<file path="config.mk">
export PLATFORM = sky130hd
export DESIGN_NAME = wildcard_name_matcher
export DESIGN_NICKNAME = d
export VERILOG_FILES = /design/src/rtl/wnm_pkg.sv /design/src/rtl/wnm_closure.sv /design/src/rtl/wnm_pattern.sv /design/src/rtl/wildcard_name_matcher.sv
export SDC_FILE = /design/constraint.sdc
export NUM_CORES = 1
export LEC_CHECK = 0
export BUFFER_PORTS_ARGS = -buffer_cell sky130_fd_sc_hd__clkbuf_2
export CAP_MARGIN = 30
export CORE_MARGIN = 1.5
export CORE_UTILIZATION = 59
export CTS_CLUSTER_DIAMETER = 100
export DETAILED_ROUTE_END_ITERATION = 10
export HOLD_SLACK_MARGIN = 0.1
export PLACE_DENSITY = 0.76
export RECOVER_POWER = 25
export SETUP_SLACK_MARGIN = 0.1
export SLEW_MARGIN = 20
export SYNTH_ARGS = -nofsm -noshare
export SYNTH_HDL_FRONTEND = slang
export SYNTH_SLANG_ARGS = --single-unit
</file>
<file path="constraint.sdc">
create_clock -name clk -period 13.8 [get_ports clk]
set_input_delay 1.38 -clock clk [delete_from_list [all_inputs] [get_ports clk]]
set_output_delay 1.38 -clock clk [all_outputs]
set_load 0.02 [all_outputs]
</file>
<file path="src/rtl/wnm_pkg.sv">
// ============================================================================
// wnm_pkg: shared definitions for the wildcard name matcher
// Widths, character codes, register indexes and the lower-case fold used by
// the pattern store and the match datapath.
// ============================================================================
package wnm_pkg;

    localparam int STORED_CHARS        = 32;
    localparam int MAX_PATTERN_DEFAULT = 32;
    localparam int CHAR_W              = 8;
    localparam int LEN_W               = 6;
    localparam int CFG_DATA_W          = 64;
    localparam int CFG_INDEX_W         = 3;
    localparam int WORD_CHARS          = CFG_DATA_W / CHAR_W;

    localparam logic [CHAR_W-1:0] CHAR_STAR    = 8'h2A;
    localparam logic [CHAR_W-1:0] CHAR_QMARK   = 8'h3F;
    localparam logic [CHAR_W-1:0] CHAR_UPPER_A = 8'h41;
    localparam logic [CHAR_W-1:0] CHAR_UPPER_Z = 8'h5A;
    localparam logic [CHAR_W-1:0] CASE_OFFSET  = 8'h20;

    typedef enum logic [CFG_INDEX_W-1:0] {
        REG_PATTERN_LENGTH  = 3'd0,
        REG_PATTERN_CHARS_0 = 3'd1,
        REG_PATTERN_CHARS_1 = 3'd2,
        REG_PATTERN_CHARS_2 = 3'd3,
        REG_PATTERN_CHARS_3 = 3'd4
    } cfg_reg_t;

    // Summary of the stored pattern handed to the match datapath.
    typedef struct packed {
        logic sub_mode;   // pattern holds no wildcard: substring search
        logic len_zero;   // empty pattern: every name matches
        logic restart;    // a register write happened this cycle
    } pat_info_t;

    // ASCII lower-case fold: only 'A' to 'Z' change.
    function automatic logic [CHAR_W-1:0] fold(input logic [CHAR_W-1:0] c);
        logic [CHAR_W-1:0] r;
        r = c;
        if (c >= CHAR_UPPER_A && c <= CHAR_UPPER_Z)
        begin
            r = c + CASE_OFFSET;
        end
        return r;
    endfunction

endpackage

</file>
<file path="src/rtl/wnm_closure.sv">
// ============================================================================
// wnm_closure: star closure over pattern positions
// Sets every position reachable from a set position through a run of '*'
// characters, as a parallel prefix of log2(W) levels, rounded up.
// ============================================================================
module wnm_closure #(
    parameter int W = 33
) (
    input  logic [W-1:0] v,
    input  logic [W-2:0] star,
    output logic [W-1:0] c
);

    localparam int LEVELS = $clog2(W);

    // Position j is reached from j-1 when pattern character j-1 is a star.
    logic [W-1:0] g [0:LEVELS];
    logic [W-1:0] p [0:LEVELS-1];

    assign g[0] = v;
    assign p[0] = {star, 1'b0};

    for (genvar lv = 0; lv < LEVELS; lv++)
    begin : g_level
        localparam int D = 1 << lv;
        for (genvar j = 0; j < W; j++)
        begin : g_bit
            if (j >= D)
            begin : g_span
                assign g[lv+1][j] = g[lv][j] | (p[lv][j] & g[lv][j-D]);
                if (lv < LEVELS - 1)
                begin : g_prop
                    assign p[lv+1][j] = p[lv][j] & p[lv][j-D];
                end
            end
            else
            begin : g_copy
                assign g[lv+1][j] = g[lv][j];
                if (lv < LEVELS - 1)
                begin : g_prop
                    assign p[lv+1][j] = p[lv][j];
                end
            end
        end
    end

    assign c = g[LEVELS];

endmodule

</file>
<file path="src/rtl/wnm_pattern.sv">
// ============================================================================
// wnm_pattern: pattern registers and pattern decode
// Holds the configuration registers and derives the folded characters,
// wildcard masks, length masks and start positions of the pattern.
// ============================================================================
module wnm_pattern #(
    parameter int NUM_POS = 32
) (
    input  logic                                   clk,
    input  logic                                   rst_n,
    input  logic                                   cfg_we,
    input  logic [wnm_pkg::CFG_INDEX_W-1:0]        cfg_index,
    input  logic [wnm_pkg::CFG_DATA_W-1:0]         cfg_data,
    output logic [NUM_POS-1:0][wnm_pkg::CHAR_W-1:0] pchar,
    output logic [NUM_POS-1:0]                     star,
    output logic [NUM_POS-1:0]                     qmark,
    output logic [NUM_POS-1:0]                     in_use,
    output logic [NUM_POS:0]                       len_onehot,
    output logic [NUM_POS:0]                       start_pos,
    output wnm_pkg::pat_info_t                     info
);

    localparam int WC = wnm_pkg::WORD_CHARS;

    logic [wnm_pkg::LEN_W-1:0]                              len_reg;
    logic [wnm_pkg::STORED_CHARS-1:0][wnm_pkg::CHAR_W-1:0]  char_reg;
    logic [wnm_pkg::LEN_W-1:0]                              used_len;
    logic                                                   valid_index;

    always_ff @(posedge clk or negedge rst_n)
    begin
        if (!rst_n)
        begin
            len_reg  <= '0;
            char_reg <= '0;
        end
        else if (cfg_we)
        begin
            unique case (wnm_pkg::cfg_reg_t'(cfg_index))
                wnm_pkg::REG_PATTERN_LENGTH:
                    len_reg <= cfg_data[wnm_pkg::LEN_W-1:0];
                wnm_pkg::REG_PATTERN_CHARS_0: char_reg[0*WC +: WC] <= cfg_data;
                wnm_pkg::REG_PATTERN_CHARS_1: char_reg[1*WC +: WC] <= cfg_data;
                wnm_pkg::REG_PATTERN_CHARS_2: char_reg[2*WC +: WC] <= cfg_data;
                wnm_pkg::REG_PATTERN_CHARS_3: char_reg[3*WC +: WC] <= cfg_data;
                default: ;
            endcase
        end
    end

    always_comb
    begin
        unique case (wnm_pkg::cfg_reg_t'(cfg_index))
            wnm_pkg::REG_PATTERN_LENGTH,
            wnm_pkg::REG_PATTERN_CHARS_0,
            wnm_pkg::REG_PATTERN_CHARS_1,
            wnm_pkg::REG_PATTERN_CHARS_2,
            wnm_pkg::REG_PATTERN_CHARS_3: valid_index = 1'b1;
            default:                      valid_index = 1'b0;
        endcase
    end

    // Length in use is saturated to the number of pattern positions.
    assign used_len = (len_reg > wnm_pkg::LEN_W'(NUM_POS)) ?
                      wnm_pkg::LEN_W'(NUM_POS) : len_reg;

    for (genvar i = 0; i < NUM_POS; i++)
    begin : g_char
        assign pchar[i]  = wnm_pkg::fold(char_reg[i]);
        assign in_use[i] = wnm_pkg::LEN_W'(i) < used_len;
        assign star[i]   = in_use[i] && (pchar[i] == wnm_pkg::CHAR_STAR);
        assign qmark[i]  = in_use[i] && (pchar[i] == wnm_pkg::CHAR_QMARK);
    end

    for (genvar k = 0; k <= NUM_POS; k++)
    begin : g_len
        assign len_onehot[k] = used_len == wnm_pkg::LEN_W'(k);
    end

    wnm_closure #(
        .W(NUM_POS + 1)
    ) u_start_closure (
        .v    ({{NUM_POS{1'b0}}, 1'b1}),
        .star (star),
        .c    (start_pos)
    );

    assign info.sub_mode = ~|(star | qmark);
    assign info.len_zero = len_onehot[0];
    assign info.restart  = cfg_we & valid_index;

endmodule

</file>
<file path="src/rtl/wildcard_name_matcher.sv">
// ============================================================================
// wildcard_name_matcher: streaming case-insensitive wildcard name match
// Takes a name one character per transaction and reports, on the transaction
// that ends the name, whether it matches the stored pattern.
// ============================================================================
// The block accepts one character transaction in every clock cycle unless a
// name-ending transaction finds the result register full and not taken. A
// name's result is formed from the transaction in the input register and held
// in the result register. Each character runs the one-step update of the
// position vector, a shallow match-and-shift followed by a log-depth star
// closure. Both name and pattern are folded to lower case with ASCII rules.
// An empty pattern matches every name; a pattern without '*' or '?' matches
// when it occurs anywhere in the name; any other pattern is a full glob where
// '*' matches any run and '?' one character. Only end_of_name or empty_name
// transactions produce a result; empty_name wins over end_of_name and its
// text_char is ignored. A write to any defined configuration register
// restarts the name in progress with the new pattern. The user must write
// pattern registers only while idle; the block itself does not enforce it.
// ============================================================================
module wildcard_name_matcher #(
    parameter int MAX_PATTERN = wnm_pkg::MAX_PATTERN_DEFAULT
) (
    input  logic                            clk,
    input  logic                            rst_n,
    // Character input channel.
    input  logic                            in_valid,
    output logic                            in_ready,
    input  logic [wnm_pkg::CHAR_W-1:0]      text_char,
    input  logic                            end_of_name,
    input  logic                            empty_name,
    // Result output channel.
    output logic                            out_valid,
    input  logic                            out_ready,
    output logic                            matched,
    // Configuration write port.
    input  logic                            cfg_we,
    input  logic [wnm_pkg::CFG_INDEX_W-1:0] cfg_index,
    input  logic [wnm_pkg::CFG_DATA_W-1:0]  cfg_data
);

    // Pattern positions in use: limited by the parameter and the storage.
    localparam int NUM_POS = (MAX_PATTERN < wnm_pkg::STORED_CHARS) ?
                             MAX_PATTERN : wnm_pkg::STORED_CHARS;

    // ------------------------------------------------------------------
    // Pattern store and decode.
    // ------------------------------------------------------------------
    logic [NUM_POS-1:0][wnm_pkg::CHAR_W-1:0] pchar;
    logic [NUM_POS-1:0]                     star;
    logic [NUM_POS-1:0]                     qmark;
    logic [NUM_POS-1:0]                     in_use;
    logic [NUM_POS:0]                       len_onehot;
    logic [NUM_POS:0]                       start_pos;
    wnm_pkg::pat_info_t                     info;

    wnm_pattern #(
        .NUM_POS(NUM_POS)
    ) u_pattern (
        .clk        (clk),
        .rst_n      (rst_n),
        .cfg_we     (cfg_we),
        .cfg_index  (cfg_index),
        .cfg_data   (cfg_data),
        .pchar      (pchar),
        .star       (star),
        .qmark      (qmark),
        .in_use     (in_use),
        .len_onehot (len_onehot),
        .start_pos  (start_pos),
        .info       (info)
    );

    // ------------------------------------------------------------------
    // Input register. It holds one transaction while its step runs.
    // ------------------------------------------------------------------
    logic                       s1_valid_reg;
    logic [wnm_pkg::CHAR_W-1:0] s1_char_reg;
    logic                       s1_end_reg;
    logic                       s1_empty_reg;
    logic                       s1_result;
    logic                       s1_fire;
    logic                       out_valid_reg;
    logic                       matched_reg;

    // The transaction in the input register produces a result when it ends
    // a name. It may move on unless that result would find the output
    // register still full and not being taken.
    assign s1_result = s1_end_reg | s1_empty_reg;
    assign s1_fire   = s1_valid_reg & (~s1_result | ~out_valid_reg | out_ready);
    assign in_ready  = ~s1_valid_reg | s1_fire;

    always_ff @(posedge clk or negedge rst_n)
    begin
        if (!rst_n)
        begin
            s1_valid_reg <= 1'b0;
        end
        else if (in_ready)
        begin
            s1_valid_reg <= in_valid;
        end
    end

    always_ff @(posedge clk)
    begin
        if (in_ready && in_valid)
        begin
            s1_char_reg  <= text_char;
            s1_end_reg   <= end_of_name;
            s1_empty_reg <= empty_name;
        end
    end

    // ------------------------------------------------------------------
    // Position vector. Bit i set means the first i pattern characters can
    // match the name so far. While fresh_reg is set the vector equals the
    // start positions of the current pattern, so a pattern write or a name
    // end needs no copy of the start vector.
    // ------------------------------------------------------------------
    logic [NUM_POS:0]           state_reg;
    logic                       fresh_reg;
    logic [NUM_POS:0]           cur;
    logic [wnm_pkg::CHAR_W-1:0] c_fold;
    logic [NUM_POS-1:0]         hit;
    logic [NUM_POS:0]           raw;
    logic [NUM_POS:0]           sub_keep;
    logic [NUM_POS:0]           closed;
    logic [NUM_POS:0]           adv;
    logic [NUM_POS:0]           final_pos;
    logic                       match_now;

    assign cur    = fresh_reg ? start_pos : state_reg;
    assign c_fold = wnm_pkg::fold(s1_char_reg);

    // A literal or '?' at a set position moves one place on; a '*' holds.
    for (genvar i = 0; i < NUM_POS; i++)
    begin : g_step
        assign hit[i] = cur[i] & in_use[i] & ~star[i] &
                        (qmark[i] | (pchar[i] == c_fold));
    end

    // In substring mode the search may begin at any character, and a
    // complete match stays set until the name ends.
    assign sub_keep = info.sub_mode ?
                      ((cur & len_onehot) | {{NUM_POS{1'b0}}, 1'b1}) : '0;
    assign raw      = {hit, 1'b0} | {1'b0, cur[NUM_POS-1:0] & star} | sub_keep;

    wnm_closure #(
        .W(NUM_POS + 1)
    ) u_step_closure (
        .v    (raw),
        .star (star),
        .c    (closed)
    );

    // Positions beyond the pattern length are never set.
    assign adv = closed & {in_use, 1'b1};

    // An empty name transaction carries no character, so the vector as it
    // stands decides the result.
    assign final_pos = s1_empty_reg ? cur : adv;
    assign match_now = info.len_zero | (|(final_pos & len_onehot));

    always_ff @(posedge clk or negedge rst_n)
    begin
        if (!rst_n)
        begin
            fresh_reg <= 1'b1;
        end
        else if (info.restart)
        begin
            fresh_reg <= 1'b1;
        end
        else if (s1_fire)
        begin
            fresh_reg <= s1_result;
        end
    end

    always_ff @(posedge clk)
    begin
        if (s1_fire && !s1_result)
        begin
            state_reg <= adv;
        end
    end

    // ------------------------------------------------------------------
    // Result register. It parts the output channel from the input side.
    // ------------------------------------------------------------------
    always_ff @(posedge clk or negedge rst_n)
    begin
        if (!rst_n)
        begin
            out_valid_reg <= 1'b0;
        end
        else if (s1_fire && s1_result)
        begin
            out_valid_reg <= 1'b1;
        end
        else if (out_ready)
        begin
            out_valid_reg <= 1'b0;
        end
    end

    always_ff @(posedge clk)
    begin
        if (s1_fire && s1_result)
        begin
            matched_reg <= match_now;
        end
    end

    assign out_valid = out_valid_reg;
    assign matched   = matched_reg;

endmodule
</file>
[Word-level counts from Yosys, hierarchy flattened]
Index checks and enable logic that the tools add are counted.
Operators by class
  add/subtract/negate cells: 33
  $lt $le $gt $ge: 99
  equal/unequal tests: 132
  multiplexer cells: 42
  bitwise operators: 576
  reductions and logical operators: 113
Operators with widths (count)
  $eq A8 B6 Y1 const B: 64
  $and A1 B1 Y1: 362
  $add A8 B6 Y8 const B: 33
  $ge A8 B7 Y1 const B: 33
  $le A8 B7 Y1 const B: 33
  $mux W8: 33
  $eq A8 B8 Y1: 32
  $or A1 B1 Y1: 172
  $logic_and A1 B1 Y1: 100
  $and A33 B33 Y33: 3
  $mux W33: 3
  $eq A6 B5 Y1 const B: 16
  $lt A5 B6 Y1 const A: 16
  $eq A6 B4 Y1 const B: 8
  $lt A4 B6 Y1 const A: 8
  $not A1 Y1: 35
  $or A33 B32 Y33: 1
  $or A33 B33 Y33: 1
  $reduce_or A33 Y1: 1
  $and A32 B32 Y32: 1
  $or A32 B32 Y32: 1
  $reduce_or A32 Y1: 1
  $eq A6 B3 Y1 const B: 4
  $lt A3 B6 Y1 const A: 4
  other kinds (17): 30
Storage, ports and cells
  register bits: 309
  input bits: 82
  output and inout port bits: 3
  word-level logic and storage cells: 1036

[Logic depth before layout (Yosys ltp)]
  depth in word-level cells: 32
  depth in mapped cells: 22
  gate-level depth less buffers: 18

[Cells and area by module]
A second synthesis with hierarchy kept.
Unflattened totals
  cell total of the unflattened synthesis: 2619
  area total of the unflattened synthesis: 24061.8 sq um
By module, submodules not included
  wnm_pattern: instances 1, cells an instance 1560, area each 15642.5 sq um, seq. area each 6556.3 sq um
  wildcard_name_matcher: instances 1, cells an instance 893, area each 7315.8 sq um, seq. area each 1397.6 sq um
  wnm_closure: instances 2, cells an instance 83, area each 551.8 sq um, seq. area each 0.0 sq um

[Least setup slack after synthesis]
OpenSTA, ideal clock, no wires.
  path kind: register to register
  start point: reg s1_char_reg[5] (netlist bit)
  end point: reg matched_reg (netlist: matched), data pin
  library setup time: 0.269 ns
  arrival: 4.238 ns
  data required time: 13.531 ns
  path slack: 9.293 ns
  cell stages (with the launch flop): 20
  buffers on the path: 2
  period minus slack after synthesis: 4.507 ns
  path through: edfxtp_1 > ha_1 > o31a_1 > a31oi_2 > nand2_1 > buf_2 > buf_2 > nand3b_1 > a21oi_1 > o2111ai_1 > a21oi_1 > a31oi_1 > nor2_1 > a211o_1 > a22oi_1 > nand4_1 > or4_1 > nor4b_1 > and4b_1 > nand4b_1
Between the ends
  longest elaborated chain between the ends: 24
  elaborated cells between the ends (all ways): 372
  those cells by class: add/sub (1); order compare (2); eq/ne (32); mux (2); bitwise (333); reduce/logical (2)
RTL lines
  start: declaration: RTL line wildcard_name_matcher.sv:77  | logic [wnm_pkg::CHAR_W-1:0] s1_char_reg;
  start signal: assignment: RTL line wildcard_name_matcher.sv:108  | s1_char_reg <= text_char;
  $ge A8 B7 Y1 or $le A8 B7 Y1 (tied branches): RTL line wnm_pkg.sv:41  | if (c >= CHAR_UPPER_A && c <= CHAR_UPPER_Z)
  $logic_and A1 B1 Y1: RTL line wnm_pkg.sv:41
  $mux W8 (*): RTL line wnm_pkg.sv:41
  $eq A8 B8 Y1: RTL line wildcard_name_matcher.sv:139  | (qmark[i] | (pchar[i] == c_fold));
  $or A1 B1 Y1: RTL line wildcard_name_matcher.sv:139
  $and A1 B1 Y1: RTL line wildcard_name_matcher.sv:138  | assign hit[i] = cur[i] & in_use[i] & ~star[i] &
  $or A33 B32 Y33 (*): RTL line wildcard_name_matcher.sv:146  | assign raw = {hit, 1'b0} | {1'b0, cur[NUM_POS-1:0] & star} | sub_keep;
  $or A33 B33 Y33 (*): RTL line wildcard_name_matcher.sv:146
  (+8 left out)
  $and A1 B1 Y1: RTL line wnm_closure.sv:30  | assign g[lv+1][j] = g[lv][j] | (p[lv][j] & g[lv][j-D]);
  $or A1 B1 Y1 (2 in a row): RTL line wnm_closure.sv:30
  $and A33 B33 Y33 (*): RTL line wildcard_name_matcher.sv:157  | assign adv = closed & {in_use, 1'b1};
  $mux W33 (*): RTL line wildcard_name_matcher.sv:161  | assign final_pos = s1_empty_reg ? cur : adv;
  $and A33 B33 Y33 (*): RTL line wildcard_name_matcher.sv:162  | assign match_now = info.len_zero | (|(final_pos & len_onehot));
  $reduce_or A33 Y1 (*): RTL line wildcard_name_matcher.sv:162
  $or A1 B1 Y1 (*): RTL line wildcard_name_matcher.sv:162
  named net match_now: RTL line wildcard_name_matcher.sv:130  | logic match_now;
  end signal: assignment: RTL line wildcard_name_matcher.sv:211  | matched_reg <= match_now;
  end: declaration: RTL line wildcard_name_matcher.sv:83  | logic matched_reg;
Mark *: on every way through the listed nets, which the timed path passes. The rest lies on a longest branch.
A chain may end at the register's enable or synchronous reset.

==> flow_summary.toml <==
[status]
status = "complete, but fails checks"
violations = "max-capacitance violations, max-slew violations"

[finish]
largest_reg_flops = 256
fin_area_um2 = 25900
layout.nets = 2790
drive_gt1_share_pct = 19.4
area_delta_synth_final_pct = 9.49
nFillCells = 3017

[global_routing]
grt_remaining_overflow = 0
grtUsageTotal_pct = 49.5
grt_pass1_vias = 23300
grt_max_degree = 129
grt_pass1_wl_mm = 151
antenna_found_initial = 5

[timing]
maxSlewHeadroom_pct = -361
finalCriticalPeriod_ns = 7.30
holdWs_ns = 0.557
max_freq_mhz = 137
rsz0062_at_grt = "no"
setup_violations = 0
finalClockSkew_ns = 0.0292
post-route-period-util_pct = 52.9
tightest_slew_ns = 6.92
setup_ws_ns = 6.50
slew_viol_final = 203
hold_viol = 0
setup_tns_ns = 0

[worst_setup_path]
end_kind = "asynchronous set/reset pin"
cp.arrival_ns = 6.27
slowest_stage = "clkbuf_1"
r2r_start = "u_pattern.len_reg[1]"
r2r_setup_slack_ns = 6.78
crit_chain = "clkbuf_1"
path_buf_inv = 1
worst-setup-path-type = "in -> async"
critPathMaxFanout = 128
max_stage_delay_ns = 4.71
reg2reg_depth = 18
r2r-end = "matched"
crit_family = "buffers and inverters"
startpoint_type = "input port"
critPathRequiredTime_ns = 12.76

[clocking]
clk_pin_slew_ns = 0.06
cts_tree = "done"
cts_root_buffer = "clkbuf_16"
cts.htree.levels = 2
hold_buffers = 0
cts_resized = 0
cts.sinks = 309
clockBufferDepth = 3
clk_latency_ns = 0.59
cts_setup_buffers = 0
cts_made_buffers = 36

[drt]
avgRoutedWirePerCell_um = 31.9
dr.pass1.iters = 7
routed_via_density = 7.57
vias = 24400
drt-initial-drc-count = 3867
ant_nets = 0
post-route-drc-count = 0
totalWireLength_mm = 103

[synthesis]
async_flop_share_pct = 85.8
synth_area_leaders = "dfrtp_1 28%, mux2_2 11%, xnor2_1 5.7%"
yosys.area.top_type_share_pct = 27.9
synth_xor_area_share_pct = 8.77
avgSynthCellArea_um2 = 9.07
yosys.area_share.simple_pct = 22.0
netlist_area_um2 = 23700
synth_fa_ha_area_share_pct = 1.74
postSynthCellCount = 2611
synth_flop_cell = "dfrtp_1"
yosysWarnings = 0
synth-seq-cells = 309
synth_edf_count = 44
synth.distinct_cells = 113
yosys.area.top_type = "dfrtp_1"
synth_top_family_by_area = "simple AND/OR/NAND/NOR gates"
ys_seq_area_share_pct = 33.6
synthesis.nets = 2726
synth_compound_area_share_pct = 19.0
synthMuxAreaShare_pct = 11.8

[worst_hold_path]
min_from = "u_pattern.char_reg[183]"
min_path_cells = 1
hp-class = "reg -> reg"
min_to = "u_pattern.char_reg[183]"

[floorplanning]
die_area_um2 = 41300
start_util_pct = 59.7
num_rows = 73
fp.coreArea_um2 = 39600
die_width_um = 203
ios = 85
die_h_um = 203

[flow_run]
drv_cap = 3

[place]
gp_congestion = 1.11
dpl_cell_area_um2 = 24700
port_buffers = 84
hpwl_mm = 76.0
pre_cts_ws_ns = 7.33

[pwr]
power_frac_clock_pct = 25.9
power_switching_w = 0.00150
p_total_w = 0.00363
p_seq_share_pct = 39.1
p_comb_share_pct = 35.0
power_leakage_nw = 9.86
peakVddDrop_v = 0.000154
switching_share_pct = 41.3
power.internal_w = 0.00213
power_density_nw_per_um2 = 140
-- how the worst max path moves through the flow --
stage                          from                      end  slack, ns  depth (start not counted)
2_1_floorplan        s1_char_reg[5]                  matched       9.29                         19
3_3_place_gp   u_pattern.len_reg[4]                  matched       7.34                         17
3_5_place_dp   u_pattern.len_reg[4]                  matched       7.33                         17
4_1_cts              s1_char_reg[0]                  matched       7.32                         18
5_1_grt                       rst_n  u_pattern.char_reg[241]       5.21                          1
6_report                      rst_n  u_pattern.char_reg[217]       6.50                          1
-- power by group through the flow --
stage	logic [W]	clock network, W	registers (W)
after CTS	0.00121	0.000933	0.00139
final	0.00127	0.000941	0.00142
after global placement	0.00113	0	0.00138
after detailed placement	0.00120	0	0.00140
after floorplan	0.000879	0	0.00130
after global routing	0.00134	0.000966	0.00143
-- through the flow --
stage                     cells  utilization, %
after detailed placement   3153            62.3
after global placement     3147            62.1
final                      3230            65.4
after CTS                  3216            65.0
after global routing       3225            65.3
after floorplan            2611               -
-- metal layers --
layer | up-vias | global-route usage (%) | part of all wire [%]
met1 | 11800 | 63.6 | 36
met4 | 0 | 31.1 | 7.7
met2 | 2089 | 73.7 | 42
li1 | 10000 | - | -
met5 | - | 0 | 0
met3 | 515 | 13.6 | 13
-- cell usage after synthesis, drive strengths merged, types with 13 or more instances --
master  instances
nand3b         19
a21o           25
buf            68
ha             33
nor2          150
o221ai         14
a211oi         25
o22ai          16
a21oi         120
nor2b          28
o21ai         111
nand2b         23
o31ai          29
and3           30
nand3         128
xor2           83
mux2          241
nand4          52
a41oi          15
o21bai         13
nor3          115
inv            62
or3            50
clkbuf         45
dfrtp         264
nor4           41
and2           20
or2            29
o41ai          27
o211ai         24
nand2         223
or4            23
edfxtp         44
xnor2         154
a31oi          42
-- cells in the final DEF (no fill, tap or decap), types with 39 or more instances in the layout --
master and count:
dfrtp_1 264, mux2_2 241, nand2_1 222, xnor2_1 154, nor2_1 148, nand3_1 127
a21oi_1 117, nor3_1 113, o21ai_0 105, xor2_1 83, clkbuf_2 82, inv_1 61
nand4_1 52, or3_1 47, edfxtp_1 44, nor4_1 40, buf_4 40, a31oi_1 39
-- cell families (layout without fill, tap and decap cells) --
group,after synthesis,count (layout)
compound gates,621,621
xor+xnor,237,237
fa+ha+maj,33,33
buf+inv,175,264
flops,309,309
mux,250,250
other cells,0,5
simple gates,986,986
-- cell type report --
class	count	area, µm²	area share (%)
Clock buffer	45	945	3.65
Multi-Input combinational cell	2127	15000	58.0
Inverter	62	233	0.898
Timing Repair Buffer	139	927	3.58
Tap cell	525	657	2.53
Sequential cell	309	7950	30.7
Antenna cell	5	12.5	0.0483
Clock inverter	18	148	0.570
No activity file was read; power rests on OpenSTA's default activity.
